--- src/sv/physical_range_access_gate_defines.svh ---
// Assertion macros for the physical range access gate.
// Included by the modules that carry concurrent checks; expects clk_i and rst_ni in scope.
`ifndef PHYSICAL_RANGE_ACCESS_GATE_DEFINES_SVH
`define PHYSICAL_RANGE_ACCESS_GATE_DEFINES_SVH

// Check a property on every rising edge outside reset.
`define PRAG_ASSERT(label, prop, msg) \
  label: assert property (@(posedge clk_i) disable iff (!rst_ni) prop) \
    else $error(msg);

// Check that a condition is followed by another in the next cycle.
`define PRAG_ASSERT_NEXT(label, ante, cons, msg) \
  `PRAG_ASSERT(label, (ante) |=> (cons), msg)

`endif

--- src/sv/prag_pkg.sv ---
// Shared types, codes and helpers of the physical range access gate.
// Used by the controller, the datapath and the top level; no dependencies.
package prag_pkg;

  localparam int ADDR_W = 64;
  localparam int CFG_W  = 6;

  localparam logic CMD_LOAD  = 1'b0;
  localparam logic CMD_CHECK = 1'b1;

  localparam logic [2:0] KIND_UNMAPPED = 3'd4;

  typedef enum logic [2:0] {
    REASON_OK         = 3'd0,
    REASON_ZERO_LEN   = 3'd1,
    REASON_MISALIGNED = 3'd2,
    REASON_WRAPS      = 3'd3,
    REASON_UNCOVERED  = 3'd4,
    REASON_POLICY     = 3'd5
  } reason_e;

  typedef enum logic [1:0] {
    CFG_REGION_COUNT = 2'd0,
    CFG_READ_MASK    = 2'd1,
    CFG_WRITE_MASK   = 2'd2
  } cfg_reg_e;

  typedef struct packed {
    logic [ADDR_W-1:0] base;
    logic [ADDR_W:0]   rend;
    logic [2:0]        kind;
  } region_t;

  typedef struct packed {
    logic latch;
    logic load_wr;
    logic walk_init;
    logic search_init;
    logic idx_inc;
    logic advance;
  } ctrl_cmd_t;

  typedef struct packed {
    logic is_load;
    logic zero_len;
    logic misalign;
    logic wraps;
    logic walk_end;
    logic idx_end;
    logic hit;
    logic unmapped;
    logic denied;
    logic rend_top;
  } dp_status_t;

  function automatic logic [3:0] align_mask(input logic [1:0] code);
    logic [3:0] m;
    unique case (code)
      2'd0:    m = 4'b0000;
      2'd1:    m = 4'b0001;
      2'd2:    m = 4'b0011;
      default: m = 4'b0111;
    endcase
    return m;
  endfunction

endpackage

--- src/sv/prag_dp.sv ---
// Datapath of the physical range access gate: input latches, configuration,
// region table memory, walk registers and compare logic. Depends on prag_pkg.
module prag_dp #(
  parameter int REGION_ENTRIES = 32
) (
  input  logic                        clk_i,
  input  logic                        rst_ni,
  input  prag_pkg::ctrl_cmd_t         cmd_i,
  output prag_pkg::dp_status_t        status_o,
  input  logic                        cfg_we_i,
  input  logic [1:0]                  cfg_index_i,
  input  logic [prag_pkg::CFG_W-1:0]  cfg_data_i,
  input  logic                        command_i,
  input  logic [4:0]                  entry_index_i,
  input  logic [prag_pkg::ADDR_W-1:0] entry_base_i,
  input  logic [prag_pkg::ADDR_W-1:0] entry_length_i,
  input  logic [2:0]                  entry_type_i,
  input  logic [prag_pkg::ADDR_W-1:0] start_address_i,
  input  logic [prag_pkg::ADDR_W-1:0] range_length_i,
  input  logic                        write_access_i,
  input  logic [1:0]                  width_code_i
);

  localparam int IDX_W  = (REGION_ENTRIES > 1) ? $clog2(REGION_ENTRIES) : 1;
  localparam int CNT_W  = $clog2(REGION_ENTRIES + 1);
  localparam int STEP_W = $clog2(REGION_ENTRIES + 2);
  localparam int AW     = prag_pkg::ADDR_W;

  logic          command_q;
  logic [4:0]    entry_index_q;
  logic [AW-1:0] entry_base_q;
  logic [AW-1:0] entry_length_q;
  logic [2:0]    entry_type_q;
  logic [AW-1:0] start_q;
  logic [AW-1:0] len_q;
  logic          write_access_q;
  logic [1:0]    width_code_q;

  logic [prag_pkg::CFG_W-1:0] region_count_q;
  logic [3:0]                 read_mask_q;
  logic [3:0]                 write_mask_q;

  logic [AW-1:0]     cur_q;
  logic [AW-1:0]     end_q;
  logic [STEP_W-1:0] steps_q;
  logic [CNT_W-1:0]  idx_q;

  prag_pkg::region_t region_mem [REGION_ENTRIES];
  prag_pkg::region_t rd_q;
  prag_pkg::region_t wr_entry;

  logic [31:0]    slot_ext;
  logic [IDX_W-1:0] wr_addr;
  logic           mem_we;
  logic [AW:0]    range_sum;
  logic [3:0]     policy;

  always_ff @(posedge clk_i) begin
    if (cmd_i.latch) begin
      command_q      <= command_i;
      entry_index_q  <= entry_index_i;
      entry_base_q   <= entry_base_i;
      entry_length_q <= entry_length_i;
      entry_type_q   <= entry_type_i;
      start_q        <= start_address_i;
      len_q          <= range_length_i;
      write_access_q <= write_access_i;
      width_code_q   <= width_code_i;
    end
  end

  always_ff @(posedge clk_i or negedge rst_ni) begin
    if (!rst_ni) begin
      region_count_q <= '0;
      read_mask_q    <= 4'hf;
      write_mask_q   <= 4'hf;
    end else if (cfg_we_i) begin
      unique case (cfg_index_i)
        prag_pkg::CFG_REGION_COUNT: region_count_q <= cfg_data_i;
        prag_pkg::CFG_READ_MASK:    read_mask_q    <= cfg_data_i[3:0];
        prag_pkg::CFG_WRITE_MASK:   write_mask_q   <= cfg_data_i[3:0];
        default: ;
      endcase
    end
  end

  assign slot_ext       = 32'(entry_index_q);
  assign wr_addr        = slot_ext[IDX_W-1:0];
  assign mem_we         = cmd_i.load_wr && (slot_ext < 32'(REGION_ENTRIES));
  assign wr_entry.base  = entry_base_q;
  assign wr_entry.rend  = {1'b0, entry_base_q} + {1'b0, entry_length_q};
  assign wr_entry.kind  = entry_type_q;

  always_ff @(posedge clk_i) begin
    if (mem_we) begin
      region_mem[wr_addr] <= wr_entry;
    end
    rd_q <= region_mem[idx_q[IDX_W-1:0]];
  end

  assign range_sum = {1'b0, start_q} + {1'b0, len_q};

  always_ff @(posedge clk_i) begin
    if (cmd_i.walk_init) begin
      cur_q <= start_q;
      end_q <= range_sum[AW-1:0];
    end else if (cmd_i.advance) begin
      cur_q <= rd_q.rend[AW-1:0];
    end
  end

  always_ff @(posedge clk_i or negedge rst_ni) begin
    if (!rst_ni) begin
      steps_q <= '0;
      idx_q   <= '0;
    end else begin
      if (cmd_i.walk_init) begin
        steps_q <= '0;
      end else if (cmd_i.advance) begin
        steps_q <= steps_q + STEP_W'(1);
      end
      if (cmd_i.search_init) begin
        idx_q <= '0;
      end else if (cmd_i.idx_inc) begin
        idx_q <= idx_q + CNT_W'(1);
      end
    end
  end

  assign policy = write_access_q ? write_mask_q : read_mask_q;

  always_comb begin
    status_o.is_load  = (command_q == prag_pkg::CMD_LOAD);
    status_o.zero_len = (len_q == '0);
    status_o.misalign = |((start_q[3:0] | len_q[3:0]) & prag_pkg::align_mask(width_code_q));
    status_o.wraps    = range_sum[AW];
    status_o.walk_end = (32'(steps_q) > 32'(REGION_ENTRIES)) || (cur_q >= end_q);
    status_o.idx_end  = (32'(idx_q) >= 32'(region_count_q)) ||
                        (32'(idx_q) >= 32'(REGION_ENTRIES));
    status_o.hit      = (cur_q >= rd_q.base) && ({1'b0, cur_q} < rd_q.rend);
    status_o.unmapped = (rd_q.kind >= prag_pkg::KIND_UNMAPPED);
    status_o.denied   = !policy[rd_q.kind[1:0]];
    status_o.rend_top = rd_q.rend[AW];
  end

endmodule

--- src/sv/prag_ctrl.sv ---
// Controller of the physical range access gate: sequences loads, validation
// and the region walk, and registers the result. Depends on prag_pkg and the defines header.
`include "physical_range_access_gate_defines.svh"

module prag_ctrl (
  input  logic                 clk_i,
  input  logic                 rst_ni,
  input  logic                 start_i,
  input  prag_pkg::dp_status_t status_i,
  output prag_pkg::ctrl_cmd_t  cmd_o,
  output logic                 busy_o,
  output logic                 done_o,
  output logic                 allowed_o,
  output logic [2:0]           reason_o
);

  typedef enum logic [2:0] {
    ST_IDLE,
    ST_DECODE,
    ST_NEXT,
    ST_READ,
    ST_MATCH
  } state_e;

  state_e            state_q, state_d;
  logic              done_q, done_d;
  logic              allowed_q, allowed_d;
  prag_pkg::reason_e reason_q, reason_d;

  always_comb begin
    state_d  = state_q;
    done_d   = 1'b0;
    reason_d = reason_q;
    cmd_o    = '0;
    unique case (state_q)
      ST_IDLE: begin
        if (start_i) begin
          cmd_o.latch = 1'b1;
          state_d     = ST_DECODE;
        end
      end
      ST_DECODE: begin
        if (status_i.is_load) begin
          cmd_o.load_wr = 1'b1;
          done_d        = 1'b1;
          reason_d      = prag_pkg::REASON_OK;
          state_d       = ST_IDLE;
        end else if (status_i.zero_len) begin
          done_d   = 1'b1;
          reason_d = prag_pkg::REASON_ZERO_LEN;
          state_d  = ST_IDLE;
        end else if (status_i.misalign) begin
          done_d   = 1'b1;
          reason_d = prag_pkg::REASON_MISALIGNED;
          state_d  = ST_IDLE;
        end else if (status_i.wraps) begin
          done_d   = 1'b1;
          reason_d = prag_pkg::REASON_WRAPS;
          state_d  = ST_IDLE;
        end else begin
          cmd_o.walk_init = 1'b1;
          state_d         = ST_NEXT;
        end
      end
      ST_NEXT: begin
        if (status_i.walk_end) begin
          done_d   = 1'b1;
          reason_d = prag_pkg::REASON_OK;
          state_d  = ST_IDLE;
        end else begin
          cmd_o.search_init = 1'b1;
          state_d           = ST_READ;
        end
      end
      ST_READ: begin
        if (status_i.idx_end) begin
          done_d   = 1'b1;
          reason_d = prag_pkg::REASON_UNCOVERED;
          state_d  = ST_IDLE;
        end else begin
          state_d = ST_MATCH;
        end
      end
      ST_MATCH: begin
        if (!status_i.hit) begin
          cmd_o.idx_inc = 1'b1;
          state_d       = ST_READ;
        end else if (status_i.unmapped) begin
          done_d   = 1'b1;
          reason_d = prag_pkg::REASON_UNCOVERED;
          state_d  = ST_IDLE;
        end else if (status_i.denied) begin
          done_d   = 1'b1;
          reason_d = prag_pkg::REASON_POLICY;
          state_d  = ST_IDLE;
        end else if (status_i.rend_top) begin
          done_d   = 1'b1;
          reason_d = prag_pkg::REASON_OK;
          state_d  = ST_IDLE;
        end else begin
          cmd_o.advance = 1'b1;
          state_d       = ST_NEXT;
        end
      end
      default: state_d = ST_IDLE;
    endcase
    allowed_d = (reason_d == prag_pkg::REASON_OK);
  end

  always_ff @(posedge clk_i or negedge rst_ni) begin
    if (!rst_ni) begin
      state_q   <= ST_IDLE;
      done_q    <= 1'b0;
      allowed_q <= 1'b0;
      reason_q  <= prag_pkg::REASON_OK;
    end else begin
      state_q   <= state_d;
      done_q    <= done_d;
      if (done_d) begin
        allowed_q <= allowed_d;
        reason_q  <= reason_d;
      end
    end
  end

  assign busy_o    = (state_q != ST_IDLE);
  assign done_o    = done_q;
  assign allowed_o = allowed_q;
  assign reason_o  = reason_q;

  `PRAG_ASSERT_NEXT(a_done_single, done_q, !done_q, "result strobe held for more than one cycle")
  `PRAG_ASSERT(a_done_idle, done_q |-> (state_q == ST_IDLE), "result strobe while busy")
  `PRAG_ASSERT_NEXT(a_accept_decode, start_i && (state_q == ST_IDLE), state_q == ST_DECODE, "accepted item not decoded")
  `PRAG_ASSERT(a_allowed_ok, done_q |-> (allowed_q == (reason_q == prag_pkg::REASON_OK)), "allowed disagrees with reason")
  `PRAG_ASSERT(a_match_after_read, (state_q == ST_MATCH) |-> ($past(state_q) == ST_READ), "compare without table read")

endmodule

--- src/sv/physical_range_access_gate.sv ---
// Physical range access gate: region table loader and access range checker.
// Channels: start_i/busy_o take one item (a region load or a range check) at a
// rising edge with start_i high and busy_o low. The result (allowed_o, reason_o)
// is shown for exactly one cycle with done_o high; the receiver cannot stall.
// Configuration: cfg_we_i writes cfg_data_i to register cfg_index_i (0 region
// count, 1 read mask, 2 write mask) with no wait; write only while idle.
// Sequencing: a load, or a check rejected for length, alignment or wrap, is
// decided in the decode state and its strobe is registered from there. A walked
// check then visits the step state once per region stepped through, plus a
// closing visit when the range is covered or the step limit is hit; each table
// entry compared takes a read state and a match state, set by the single read
// port of the region table and its registered read data, and a last read state
// ends the search when it runs out of entries. busy_o drops with the strobe,
// so the next item can be taken in the strobe cycle.
// Reset: region count clears, both masks set to all types allowed, controller
// idles. The region table is not cleared; entries must be loaded before use.
// Depends on prag_pkg, prag_ctrl and prag_dp.
module physical_range_access_gate #(
  parameter int REGION_ENTRIES = 32
) (
  input  logic                        clk_i,
  input  logic                        rst_ni,
  input  logic                        start_i,
  output logic                        busy_o,
  input  logic                        cfg_we_i,
  input  logic [1:0]                  cfg_index_i,
  input  logic [prag_pkg::CFG_W-1:0]  cfg_data_i,
  input  logic                        command_i,
  input  logic [4:0]                  entry_index_i,
  input  logic [prag_pkg::ADDR_W-1:0] entry_base_i,
  input  logic [prag_pkg::ADDR_W-1:0] entry_length_i,
  input  logic [2:0]                  entry_type_i,
  input  logic [prag_pkg::ADDR_W-1:0] start_address_i,
  input  logic [prag_pkg::ADDR_W-1:0] range_length_i,
  input  logic                        write_access_i,
  input  logic [1:0]                  width_code_i,
  output logic                        done_o,
  output logic                        allowed_o,
  output logic [2:0]                  reason_o
);

  prag_pkg::ctrl_cmd_t  cmd;
  prag_pkg::dp_status_t status;

  prag_ctrl u_ctrl (
    .clk_i     (clk_i),
    .rst_ni    (rst_ni),
    .start_i   (start_i),
    .status_i  (status),
    .cmd_o     (cmd),
    .busy_o    (busy_o),
    .done_o    (done_o),
    .allowed_o (allowed_o),
    .reason_o  (reason_o)
  );

  prag_dp #(
    .REGION_ENTRIES (REGION_ENTRIES)
  ) u_dp (
    .clk_i           (clk_i),
    .rst_ni          (rst_ni),
    .cmd_i           (cmd),
    .status_o        (status),
    .cfg_we_i        (cfg_we_i),
    .cfg_index_i     (cfg_index_i),
    .cfg_data_i      (cfg_data_i),
    .command_i       (command_i),
    .entry_index_i   (entry_index_i),
    .entry_base_i    (entry_base_i),
    .entry_length_i  (entry_length_i),
    .entry_type_i    (entry_type_i),
    .start_address_i (start_address_i),
    .range_length_i  (range_length_i),
    .write_access_i  (write_access_i),
    .width_code_i    (width_code_i)
  );

endmodule

--- config.mk ---
export PLATFORM = sky130hd
export DESIGN_NAME = physical_range_access_gate
export DESIGN_NICKNAME = d
export VERILOG_FILES = /design/src/sv/prag_pkg.sv /design/src/sv/prag_dp.sv /design/src/sv/prag_ctrl.sv /design/src/sv/physical_range_access_gate.sv
export VERILOG_INCLUDE_DIRS = /design/src /design/src/sv
export SDC_FILE = /design/constraint.sdc
export NUM_CORES = 2
export LEC_CHECK = 0
export ABC_CLOCK_PERIOD_IN_PS = 14440
export BUFFER_PORTS_ARGS = -buffer_cell sky130_fd_sc_hd__buf_2
export CAP_MARGIN = 15
export CORE_UTILIZATION = 45
export DETAILED_ROUTE_END_ITERATION = 7
export GPL_TIMING_DRIVEN = 0
export PLACE_DENSITY = 0.6
export SYNTH_ARGS = -nofsm -noshare
export SYNTH_HDL_FRONTEND = slang
export SYNTH_HIERARCHICAL = 1
export SYNTH_MEMORY_MAX_BITS = 65536
export SYNTH_SLANG_ARGS = --single-unit
export TNS_END_PERCENT = 30
--- constraint.sdc ---
create_clock -name clk_i -period 14.44 [get_ports clk_i]
set_input_delay 0.722 -clock clk_i [delete_from_list [all_inputs] [get_ports clk_i]]
set_output_delay 0.722 -clock clk_i [all_outputs]
set_load 0.05 [all_outputs]
After elaboration in Yosys (flattened, before gate mapping)
Memory sizes are Yosys's and may differ from the RTL's. A register that Yosys moved wholly into a read port is not among the register bits. Cells that the tools add are included. Widths: inputs -> output; s select.

$add $sub $neg: 4. Magnitude comparators: 9. Equal/unequal tests: 9. Multiplexer cells: 62. Bitwise logic cells: 2. Reduce and logical (&&, ||, !) cells: 16.

Operator list (number): $add 64x64->65 (2); $ge 64x64->1 (2); $mux 64 (2); $lt 64x65->1 (1); $logic_not 64->1 (1); $mux 3 (17); $mux 1 (27); $mux 6 (4); $pmux 3 s5 (1); $add 6x1->6 const B (2); $mux 2 (6); $pmux 3 s4 (1); $pmux 3 s3 (1); $eq 3x2->1 const B (2); $ge 6x6->1 (1); $ge 6x6->1 const B (1); $gt 6x6->1 const B (1); $logic_not 3->1 (2); $lt 5x6->1 const B (1); $reduce_and 2->1 (3); $and 4x3->4 (1); $eq 2x1->1 const B (2); $eq 2x2->1 const B (2); $logic_not 2->1 (2); 14 further kinds (17).

Register bits: 430. Memory bits (writable): 4224. Input bits: 280. Output and inout bits: 6. Word-level logic and storage cells: 123. Memories: 1.

Memory list: u_dp.region_mem (depth 32, width 132, rd ports 1, clocked after Yosys merged registers in 1, write ports 1, line prag_dp.sv:48) `prag_pkg::region_t region_mem [REGION_ENTRIES];`.

Longest topological paths before layout
Depth after elaboration: 11. Mapped depth: 21.

Modules after synthesis
The synthesis kept the hierarchy.

By module, submodules not included: prag_dp (times used 1, cells an instance 8536, area each 187899.0 µm², sequential area each 142036.2 µm²); prag_ctrl (times used 1, cells an instance 62, area each 554.3 µm², sequential area each 200.2 µm²).

Least setup slack after synthesis
OpenSTA, ideal clock, no wires.

Path type: register to register. Start: register u_ctrl.state_q[0]. End: register u_dp.command_q (enable). Library setup time: 0.904 ns. Data arrival time: 12.353 ns. Required time: 13.536 ns. Setup slack: 1.183 ns. Stages on the path, launching flop included: 4. Cell sequence: dfrtp_1 > buf_6 > or3_1 > nor2_1.

RTL lines: start: declaration (line prag_ctrl.sv:25) `state_e state_q, state_d;`; start signal: assignment (line prag_ctrl.sv:117) `state_q <= state_d;`; end signal: assignment (line prag_dp.sv:60) `command_q <= command_i;`; end: declaration (line prag_dp.sv:29) `logic command_q;`.

==> summary.txt <==
Max stage delay on crit path = 0.76 ns
Fmax = 115.5 MHz
Wirelength per Cell = 35.04 µm
Fillers = 31120
GRT Residual Overflow = 0
Slew Viols, Final = 0
Pin count of the biggest net entering global routing = 53
ANT nets after route = 0
Pwr Density = 183.7 nW/µm²
Post-synth top cells = edfxtp_1, mux4_2, ha_1
DRT Wirelength = 560800 µm
Root buffer selected by CTS = clkbuf_16
Chip Height = 649.1 µm
Relative slew slack = 13.34%
CP bufs+invs = 5
Drt initial violations = 12450
Power Total = 41.26 mW
CP max FO = 52
First-pass GRT wire length = 768000 µm
Post-synth EDFFs = 4620
Clk pin slew, worst setup/hold paths = 0.06 ns
WP data arrival = 9.33 ns
Sequential Power Share = 45.6%
Placed inst area = 204800 µm²
Share of layout cells above drive strength 1 = 29.15%
Placer Congestion = 0.9418
Crit path launch type = flop
Synthesized flop and latch total = 4786
IO buf count = 285
Cell area after layout = 224600 µm²
Placed Instances = 14750
Post-Synth XOR/XNOR Area = 0.5949%
CTS max path bufs = 4
CP Class = flop to flop
Max Cap Violations = 0
Cell family with most CP delay = compound AO/OA/AOI/OAI gates
Post-place setup slack = 6.058 ns
Core Region = 416600 µm²
CTS resizes = 0
Setup ws final = 5.782 ns
WP data required = 15.11 ns
DR DRC count = 0
Sw power = 12.35 mW
YS warnings = 6
HP Class = primary input to flop
Die Span X = 649.1 µm
Cell variety after synth = 83
Non-filler cells, final = 16010
Post-Synth Simple-Gate Area = 1.538%
Vias in the first global route = 97850
Nets = 10680
Initial Util = 45.23%
Sequential fraction of the synthesis area = 75.48%
Tcrit/Tclk final = 59.96%
Int Power = 28.91 mW
Lkg Pwr = 72.12 nW
Clock power frac = 30.0%
CTS tree = built
Clk_lat worst skew = 1.02 ns
Outcome = completed
Net Sw Frac = 29.94%
Worst-Margin Slew = 1.300 ns
DR pass1 iterations = 6
Final Hold Viols = 0
Final Setup Violations = 0
CP max stage cell = clkbuf_1
Post-synthesis adder-cell area fraction = 2.225%
Synthesized area = 188500 µm²
RSZ-0062 raised after global routing = no
Nature of the critical path endpoint = flop
Area Overhead vs Synth = 19.17%
Vias/cell = 6.118
Synthesized instance count = 8598
Synth area leader = edfxtp_1
Compound-Gate Fraction of Synth Area = 2.267%
H-tree Lvls = 5
Top-count cell post-synth = edfxtp_1
# IOs = 286
Clock skew = 0.08135 ns
Initial antenna violation count = 61
CTS Buf Count = 469
Main combinational cell family by area after synthesis = multiplexers
Peak VDD IR = 0.1634 mV
# rows = 237
Logic pwr share = 24.4%
Ys async rst share = 0.7104%
Syn_area_per_cell = 21.92 µm²
Ys flop type = edfxtp_1
# clock sinks = 4786
Crit-path cells = ha_1, fa_1, a21oi_1, o2111ai_1, nand4_1, and2_1, a31oi_1, a31o_2, a2111oi_0, o21ai_0, o21ai_0, or4_1, a31oi_1, buf_4, nor4_1, and2_4, buf_16, clkbuf_1, clkbuf_1, or2_4, buf_16
Post-synthesis mux area share = 16.67%
Synth area leaders = edfxtp_1, mux4_2, ha_1
Syn nets = 9212
Setup Fix Bufs, Post-CTS = 0
Setup TNS = 0 ns
Die area = 421400 µm²
DR vias = 97930
DPL Wire Length = 392400 µm
Tmin final = 8.658 ns
Synth top area share = 73.62%
GRT Util Overall = 26.25%
sequential cells by signal (all words and copies together) (netlist names), 2 cells and up:
| signal | count |
|---|---|
| u_dp/entry_base_q | 64 |
| u_dp/start_q | 64 |
| u_dp/region_mem | 4224 |
| u_ctrl/reason_o | 3 |
| u_dp/entry_length_q | 64 |
| u_dp/region_count_q | 6 |
| u_ctrl/state_q | 3 |
| u_dp/rd_q | 131 |
| u_dp/cur_q | 64 |
| u_dp/width_code_q | 2 |
| u_dp/write_mask_q | 4 |
| u_dp/entry_type_q | 3 |
| u_dp/idx_q | 6 |
| u_dp/steps_q | 6 |
| u_dp/entry_index_q | 5 |
| u_dp/read_mask_q | 4 |
| u_dp/end_q | 64 |
| u_dp/len_q | 64 |
area by class of cell:
| cell class | count | area (µm²) | area share (%) |
|---|---|---|---|
| flip-flops and latches | 4786 | 142200 | 63.34 |
| multi-input cells | 3203 | 44700 | 19.90 |
| repair buffers | 993 | 12750 | 5.680 |
| clock buffers | 609 | 12620 | 5.618 |
| well taps | 5497 | 6878 | 3.063 |
| clock inverters | 276 | 2943 | 1.310 |
| plain buffers | 372 | 1471 | 0.6552 |
| inverters | 237 | 889.6 | 0.3961 |
| diodes | 33 | 82.58 | 0.03677 |
worst paths after layout:
kind,startpoint,cells after the start,end,slack [ns]
setup reg to reg,u_dp/len_q[0],21,u_dp/cur_q[25],5.78
hold / removal,entry_base_i[35],1,u_dp/entry_base_q[35],0.05
min in group asynchronous,rst_ni,2,u_dp/region_count_q[4],0.37
hold reg to reg,u_ctrl/allowed_o,1,u_ctrl/allowed_o,0.53
setup / recovery,u_dp/len_q[0],21,u_dp/cur_q[25],5.78
max in group asynchronous,rst_ni,2,u_dp/steps_q[2],13.51
power by group through the flow:
| stage | combinational, mW | clock [mW] | sequential, mW |
|---|---|---|---|
| 3_3_place_gp | 8.33 | 0 | 19.7 |
| 6_report | 10.1 | 12.4 | 18.8 |
| 3_5_place_dp | 9.55 | 0 | 19.3 |
| 5_1_grt | 10.6 | 13.0 | 18.8 |
| 4_1_cts | 9.64 | 12.5 | 19.0 |
| 2_1_floorplan | 5.33 | 0 | 18.9 |
worst reg2reg max path: stages, from the launching register on:
cell       delay (ns)
edfxtp_1         0.59
ha_1             0.34
fa_1             0.42
a21oi_1          0.32
o2111ai_1        0.30
nand4_1          0.20
and2_1           0.18
a31oi_1          0.23
a31o_2           0.41
a2111oi_0        0.46
o21ai_0          0.19
o21ai_0          0.31
or4_1            0.24
a31oi_1          0.16
buf_4            0.20
nor4_1           0.59
and2_4           0.43
buf_16           0.30
clkbuf_1         0.74
clkbuf_1         0.77
or2_4            0.55
buf_16           0.29
cell usage in the layout, fill, tap and decap left out, drive strengths merged, types with 132 or more instances in the layout:
cell,Yosys,layout
a21o,144,144
a21oi,193,193
buf,79,803
clkbuf,293,903
clkinv,0,192
dfxtp,132,132
dlygate4sd3,0,268
edfxtp,4620,4620
ha,332,332
inv,237,254
mux2,143,143
mux4,1322,1322
nand2,186,186
nor2,134,134
o21ai,185,185
repair_timing:
item	CTS	global route
hold endpoints to repair	301	0
hold buffers	268	0
setup endpoints to repair	0	0
layer usage:
layer | wire, µm | vias to the layer above | GRT usage [%]
li1 | - | 39130 | -
met5 | 103 | - | 0
met3 | 51690 | 978 | 5.141
met1 | 212500 | 52750 | 34.90
met2 | 272000 | 5058 | 42.81
met4 | 24550 | 14 | 10.63
through the flow:
step,hold slack (ns),util (%)
after floorplan,0.4264,-
after CTS,0.01847,53.54
final,0.05409,53.90
after global placement,0.4981,47.23
after global routing,0.007836,53.89
after detailed placement,0.5061,49.16
logic make-up after synthesis:
family / after synthesis
xor gates and xnor gates: 128
buffers and inverters: 609
AOI/OAI and AO/OA: 683
and+or+nand+nor: 590
muxes: 1468
DFF: 4786
adders and majority gates: 334
Note: power is estimated with default switching activity, not from simulation.
